`src/hdl/utf8d_pkg.sv`:
```
// Types and constants of the UTF-8 stream decoder.
package utf8d_pkg;

    localparam int BYTE_W = 8;
    localparam int CP_W   = 21;

    // Result queue depth, must be a power of two and at least 4.
    localparam int QDEPTH = 4;
    localparam int QPTR_W = $clog2(QDEPTH);
    localparam int QCNT_W = QPTR_W + 1;

    localparam logic [CP_W-1:0] REPL_CP   = 21'h00FFFD;
    localparam logic [CP_W-1:0] CP_MAX    = 21'h10FFFF;
    localparam logic [CP_W-1:0] SURR_LO   = 21'h00D800;
    localparam logic [CP_W-1:0] SURR_HI   = 21'h00DFFF;

    // Input beat: one byte of text.
    typedef struct packed {
        logic [BYTE_W-1:0] data_byte;
        logic              text_end;
    } t_in_beat;

    // Output beat: one decoded code point.
    typedef struct packed {
        logic [CP_W-1:0] scalar;
        logic            run_end;
    } t_out_beat;

    // Results produced by one input byte, zero to two of them.
    typedef struct packed {
        logic [1:0] count;
        t_out_beat  res0;
        t_out_beat  res1;
    } t_dec_res;

endpackage

```
`src/hdl/utf8d_decode.sv`:
```
// Byte decoder: sequence state and per-byte result generation.
module utf8d_decode (
    input  logic                i_clk,
    input  logic                i_rst_n,
    input  logic                i_accept,
    input  utf8d_pkg::t_in_beat i_beat,
    output utf8d_pkg::t_dec_res o_res
);

    logic [1:0]                 r_pend;
    logic [utf8d_pkg::CP_W-1:0] r_gath;
    logic [1:0]                 n_pend;
    logic [utf8d_pkg::CP_W-1:0] n_gath;

    logic [utf8d_pkg::BYTE_W-1:0] b;
    logic                         is_cont;
    logic [utf8d_pkg::CP_W-1:0]   cont_val;
    logic [utf8d_pkg::CP_W-1:0]   chk_val;
    utf8d_pkg::t_dec_res          res;

    assign b        = i_beat.data_byte;
    assign is_cont  = (b[7:6] == 2'b10);
    assign cont_val = {r_gath[14:0], b[5:0]};

    // Range check of a completed value
    always_comb begin
        if (cont_val > utf8d_pkg::CP_MAX ||
            (cont_val >= utf8d_pkg::SURR_LO && cont_val <= utf8d_pkg::SURR_HI)) begin
            chk_val = utf8d_pkg::REPL_CP;
        end else begin
            chk_val = cont_val;
        end
    end

    // Next state and result list, in emission order
    always_comb begin
        logic [1:0]                 cnt;
        logic [utf8d_pkg::CP_W-1:0] cp0;
        logic [utf8d_pkg::CP_W-1:0] cp1;
        logic                       fresh;
        cnt   = 2'd0;
        cp0   = '0;
        cp1   = '0;
        fresh = 1'b1;
        n_pend = r_pend;
        n_gath = r_gath;

        // Open sequence: continue it or flag it broken
        if (r_pend != 2'd0) begin
            if (is_cont) begin
                fresh  = 1'b0;
                n_pend = r_pend - 2'd1;
                if (n_pend == 2'd0) begin
                    cp0    = chk_val;
                    cnt    = 2'd1;
                    n_gath = '0;
                end else begin
                    n_gath = cont_val;
                end
            end else begin
                cp0    = utf8d_pkg::REPL_CP;
                cnt    = 2'd1;
                n_pend = 2'd0;
                n_gath = '0;
            end
        end

        // Byte decoded with no sequence open
        if (fresh) begin
            if (b[7] == 1'b0) begin
                if (cnt == 2'd0) cp0 = {13'd0, b};
                else             cp1 = {13'd0, b};
                cnt = cnt + 2'd1;
            end else if (b[7:5] == 3'b110) begin
                n_pend = 2'd1;
                n_gath = {16'd0, b[4:0]};
            end else if (b[7:4] == 4'b1110) begin
                n_pend = 2'd2;
                n_gath = {17'd0, b[3:0]};
            end else if (b[7:3] == 5'b11110) begin
                n_pend = 2'd3;
                n_gath = {18'd0, b[2:0]};
            end else begin
                if (cnt == 2'd0) cp0 = utf8d_pkg::REPL_CP;
                else             cp1 = utf8d_pkg::REPL_CP;
                cnt = cnt + 2'd1;
            end
        end

        // Text ends inside a sequence
        if (i_beat.text_end && n_pend != 2'd0) begin
            if (cnt == 2'd0) cp0 = utf8d_pkg::REPL_CP;
            else             cp1 = utf8d_pkg::REPL_CP;
            cnt    = cnt + 2'd1;
            n_pend = 2'd0;
            n_gath = '0;
        end

        res.count        = cnt;
        res.res0.scalar  = cp0;
        res.res0.run_end = (cnt == 2'd1);
        res.res1.scalar  = cp1;
        res.res1.run_end = 1'b1;
    end

    assign o_res = res;

    // Sequence state
    always_ff @(posedge i_clk) begin
        if (!i_rst_n) begin
            r_pend <= 2'd0;
            r_gath <= '0;
        end else if (i_accept) begin
            r_pend <= n_pend;
            r_gath <= n_gath;
        end
    end

endmodule

```
`src/hdl/utf8d_out_queue.sv`:
```
// Result queue: takes up to two results per cycle, hands out one per beat.
module utf8d_out_queue (
    input  logic                 i_clk,
    input  logic                 i_rst_n,
    input  logic                 i_push,
    input  utf8d_pkg::t_dec_res  i_res,
    output logic                 o_room,
    output logic                 o_valid,
    input  logic                 i_ready,
    output utf8d_pkg::t_out_beat o_beat
);

    utf8d_pkg::t_out_beat           r_mem [utf8d_pkg::QDEPTH];
    logic [utf8d_pkg::QPTR_W-1:0]   r_wr;
    logic [utf8d_pkg::QPTR_W-1:0]   r_rd;
    logic [utf8d_pkg::QCNT_W-1:0]   r_cnt;
    logic [utf8d_pkg::QPTR_W-1:0]   wr1;
    logic [utf8d_pkg::QCNT_W-1:0]   push_n;
    logic                           pop;

    assign wr1     = r_wr + 1'b1;
    assign push_n  = i_push ? {{(utf8d_pkg::QCNT_W-2){1'b0}}, i_res.count} : '0;
    assign pop     = (r_cnt != '0) && i_ready;
    assign o_valid = (r_cnt != '0);
    assign o_beat  = r_mem[r_rd];
    // Room for the worst case of two results
    assign o_room  = (r_cnt <= utf8d_pkg::QCNT_W'(utf8d_pkg::QDEPTH - 2));

    // Storage writes
    always_ff @(posedge i_clk) begin
        if (i_push && i_res.count != 2'd0) begin
            r_mem[r_wr] <= i_res.res0;
            if (i_res.count == 2'd2) begin
                r_mem[wr1] <= i_res.res1;
            end
        end
    end

    // Pointers and fill count; pointers wrap at the power-of-two depth
    always_ff @(posedge i_clk) begin
        if (!i_rst_n) begin
            r_wr  <= '0;
            r_rd  <= '0;
            r_cnt <= '0;
        end else begin
            r_wr  <= r_wr + push_n[utf8d_pkg::QPTR_W-1:0];
            if (pop) r_rd <= r_rd + 1'b1;
            r_cnt <= r_cnt + push_n - {{(utf8d_pkg::QCNT_W-1){1'b0}}, pop};
        end
    end

endmodule

```
`src/hdl/utf8_stream_decoder.sv`:
```
// Top level of the UTF-8 stream decoder.
//
//  channel | valid   | ready   | payload
//  --------+---------+---------+-------------------------------
//  in      | i_valid | o_ready | i_beat  (data_byte, text_end)
//  out     | o_valid | i_ready | o_beat  (scalar, run_end)
//
// One byte per cycle is taken while the result queue has room for two results.
// A byte's results enter the queue at the edge it is accepted and reach the output
// behind any waiting results; it drains one result per cycle while i_ready is high,
// so bytes that give two results throttle the input through the four-entry queue.
// Reset clears the sequence state and empties the queue.
// An output stall holds the head result; input ready drops once three results wait.
module utf8_stream_decoder (
    input  logic                 i_clk,
    input  logic                 i_rst_n,
    input  logic                 i_valid,
    output logic                 o_ready,
    input  utf8d_pkg::t_in_beat  i_beat,
    output logic                 o_valid,
    input  logic                 i_ready,
    output utf8d_pkg::t_out_beat o_beat
);

    logic                accept;
    utf8d_pkg::t_dec_res dec_res;

    assign accept = i_valid && o_ready;

    utf8d_decode u_decode (
        .i_clk    (i_clk),
        .i_rst_n  (i_rst_n),
        .i_accept (accept),
        .i_beat   (i_beat),
        .o_res    (dec_res)
    );

    utf8d_out_queue u_queue (
        .i_clk   (i_clk),
        .i_rst_n (i_rst_n),
        .i_push  (accept),
        .i_res   (dec_res),
        .o_room  (o_ready),
        .o_valid (o_valid),
        .i_ready (i_ready),
        .o_beat  (o_beat)
    );

endmodule

```
`config.mk`:
```
export PLATFORM = sky130hd
export DESIGN_NAME = utf8_stream_decoder
export DESIGN_NICKNAME = d
export VERILOG_FILES = /design/src/hdl/utf8d_pkg.sv /design/src/hdl/utf8d_decode.sv /design/src/hdl/utf8d_out_queue.sv /design/src/hdl/utf8_stream_decoder.sv
export SDC_FILE = /design/constraint.sdc
export NUM_CORES = 1
export LEC_CHECK = 0
export BUFFER_PORTS_ARGS = -buffer_cell sky130_fd_sc_hd__buf_2
export CORE_MARGIN = 5
export CORE_UTILIZATION = 37
export DETAILED_ROUTE_END_ITERATION = 8
export SYNTH_ARGS = -nofsm -noshare
export SYNTH_HDL_FRONTEND = slang
export SYNTH_SLANG_ARGS = --single-unit
export TNS_END_PERCENT = 50
```
`constraint.sdc`:
```
create_clock -name i_clk -period 10.5 [get_ports i_clk]
set_input_delay 0.525 -clock i_clk [delete_from_list [all_inputs] [get_ports i_clk]]
set_output_delay 0.525 -clock i_clk [all_outputs]
set_load 0.005 [all_outputs]
```
==> flow_metrics.py <==
metrics = {
    "route": {
        "drtAntennaViolNets": 0,
        "vias": 4378,
        "drc": 0,
        "vias_per_cell": 5.65,
        "drt-initial-drc-count": 450,
        "wl_per_cell_um": 19.3,
        "first_pass_iters": 5,
        "finalWirelength_um": 14900,
    },
    "pwr": {
        "p_sw_uw": 437,
        "swShare_pct": 29.3,
        "p_leak_nw": 2.61,
        "power_frac_comb_pct": 23.8,
        "internal_power_mw": 1.06,
        "clkPwrFrac_pct": 39.4,
        "power_per_cell_area_mw_per_mm2": 216,
        "ir_worst_vdd_mv": 0.131,
        "power_frac_seq_pct": 36.8,
    },
    "floorplan": {
        "core_sq_mm": 0.0159,
        "dieArea_sq_mm": 0.0190,
        "die_x_um": 138,
        "fp-row-count": 46,
        "ioPinCount": 37,
        "initial_utilization_pct": 37.9,
        "die_h_um": 138,
    },
    "sta": {
        "fin_crit_ns": 4.20,
        "max_slew_margin_pct": 30.9,
        "setup_violations": 0,
        "slew_viol_final": 0,
        "hold_viol_final": 0,
        "min_period_over_period_pct": 40.0,
        "fmax_ghz": 0.238,
        "tns_ns": 0,
        "rsz0062_at_grt": "false",
        "clock_skew_ns": 0.00827,
        "worst_slew_pin_slew_ns": 1.03,
    },
    "setup_path": {
        "crit_path_end_kind": "register",
        "cpLargestDelayFamily": "adder cells",
        "critPathKind": "in -> reg",
        "crit_required_ns": 10.81,
        "cpMaxStageDelayCell": "a211oi_2",
        "crit_chain": "buf_2, nand2_1, nor3_1, inv_1, ha_1, nand4_1, o221ai_2, a211oi_2, ha_1, o21ai_1, o21a_1, or2_2, ha_1, fa_1, xor2_1, xnor2_1, and2_1",
        "crit_top_cell": "ha_1",
        "crit_buf_inv": 2,
        "crit_fanout": 22,
        "crit_path_max_incr_delay_ns": 0.49,
        "start_kind": "input port",
        "cp_data_arrival_time_ns": 4.50,
    },
    "synthesis": {
        "synth.most_common_cell": "edfxtp_1",
        "yosysUniqueCellTypes": 73,
        "synth_area_sq_mm": 0.00604,
        "synth_top_area_cell": "edfxtp_1",
        "synth-edff-count": 64,
        "synth_top_area_share_pct": 31.8,
        "synth_commonest_cells": "edfxtp_1, nor2_1, dfxtp_1",
        "synth_seq_cells": 114,
        "synth_area_per_cell_sq_um": 11.6,
        "ys.flop_type": "edfxtp_1",
        "ys_seq_area_share_pct": 48.4,
        "async_flop_share_pct": 0,
        "yosys_warnings": 0,
        "synthCells": 521,
        "synthTopCellsByArea": "edfxtp_1, dfxtp_1, mux4_2",
        "synth_nets": 543,
    },
    "flow_run": {
        "max-cap-violations": 0,
    },
    "place": {
        "port_buffers": 36,
        "gp_congestion": 0.898,
        "hpwl_um": 10300,
    },
    "global_route": {
        "grt_pass1_vias": 4321,
        "grt_overflow": 0,
        "grt_pass1_wl_um": 24100,
        "grt_max_degree": 37,
        "antenna_found_initial": 0,
        "grt_util_all_layers_pct": 16.8,
    },
    "clocking": {
        "cts_max_level": 4,
        "root_buffer": "clkbuf_16",
        "cts.clk_slew.worst_paths_ns": 0.06,
        "cts.sinks": 114,
        "cts_tree": "done",
        "clock_latency_ns": 0.42,
        "hold_buffers": 0,
        "cts_setup_buffers": 0,
        "cts_buffers": 17,
        "clockBufferDepth": 2,
        "cts_resized": 0,
    },
    "layout": {
        "nFillCells": 1521,
        "area_growth_pct": 14.3,
        "diodes": 0,
        "final_util_pct": 43.3,
        "layout.nets": 568,
        "drive_gt1_share_pct": 22.9,
    },
    "min_path": {
        "hp-class": "in -> reg",
    },
    "outcome": {
        "outcome": "finished clean",
    },
}
[area by class of cell]
class                      instances  area, sq um  share of cell area, %
multi-input combinational        359         2840                   41.1
clock inverter                    14          179                   2.59
inverter                          12         45.0                  0.652
clock buffer                      18          429                   6.21
tap                              216          270                   3.91
timing repair buffer              42          225                   3.26
sequential                       114         2920                   42.3
[stage by stage]
stage               setup slack [ns]  instance area [sq um]  cells  hold WS [ns]  power [mW]
global placement                5.82                   6300    743         0.462       0.909
finish                          6.30                   6910    775         0.444        1.49
CTS                             6.14                   6900    775         0.420        1.51
detailed placement              5.69                   6300    743         0.472       0.918
floorplan                       6.01                   6040    521         0.440       0.812
global route                    5.97                   6910    775         0.451        1.57
[state kept, by name (all words and copies together) (netlist names), named ones only]
signal           count
u_decode.r_gath     15
u_decode.r_pend      2
u_queue.r_cnt        3
u_queue.r_mem       88
u_queue.r_rd         2
u_queue.r_wr         2
[tightest hold or removal path: cells and delay by family]
| kind | cells | cell delay (ns) |
|---|---|---|
| and+or+nand+nor | 1 | 0.10 |
| buffers and inverters | 1 | 0.12 |
| AOI/OAI and AO/OA | 1 | 0.08 |
[power groups by stage]
stage | Sequential (mW) | Combinational, mW | Clock, mW
global placement | 0.556 | 0.353 | 0
global route | 0.554 | 0.394 | 0.621
floorplan | 0.554 | 0.258 | 0
CTS | 0.550 | 0.360 | 0.598
finish | 0.550 | 0.356 | 0.588
detailed placement | 0.559 | 0.359 | 0
[routing by layer]
| metal | GRT usage (%) | share of wire, % |
|---|---|---|
| met3 | 3.76 | 5.7 |
| met4 | 6.09 | 1.5 |
| met5 | 0 | 0 |
| met1 | 23.0 | 46 |
| met2 | 26.3 | 47 |
[cells in the final DEF (no fill, tap or decap), types with 12 or more instances in the layout]
master / instances
clkbuf_16: 17
edfxtp_1: 64
nor2b_1: 17
o21ai_0: 12
a22oi_1: 13
nand2_1: 20
o21ai_1: 27
mux2i_1: 24
o21ai_2: 15
buf_2: 36
mux4_2: 22
o32ai_1: 20
a21oi_1: 14
dfxtp_1: 50
nor2_1: 51
[cells by family after synthesis]
kind of cell             Yosys count  share of synthesized area (%)
buffers and inverters             48                           4.78
adder cells (fa/ha/maj)            9                           1.99
flip-flops                       114                           48.4
XOR/XNOR                           6                          0.870
AO/OA/AOI/OAI                    148                           17.9
multiplexers                      46                           12.2
AND/OR/NAND/NOR                  150                           14.0
[worst paths after layout]
| check | start | cells past startpoint | slack (ns) | endpoint |
|---|---|---|---|---|
| max | i_beat[8] | 17 | 6.30 | u_queue.r_cnt[2]$_SDFF_PN0_ |
| min | i_beat[3] | 3 | 0.44 | u_decode.r_gath[2]$_SDFFE_PN0P_ |
| max reg2reg | u_decode.r_pend[1]$_SDFFE_PN0P_ | 9 | 6.43 | u_queue.r_mem[2][5]$_DFFE_PP_ |
| min reg2reg | u_queue.r_mem[0][0]$_SDFFE_PP1P_ | 2 | 0.48 | u_queue.r_mem[0][0]$_SDFFE_PP1P_ |
Note: power is estimated with default switching activity, not from simulation.
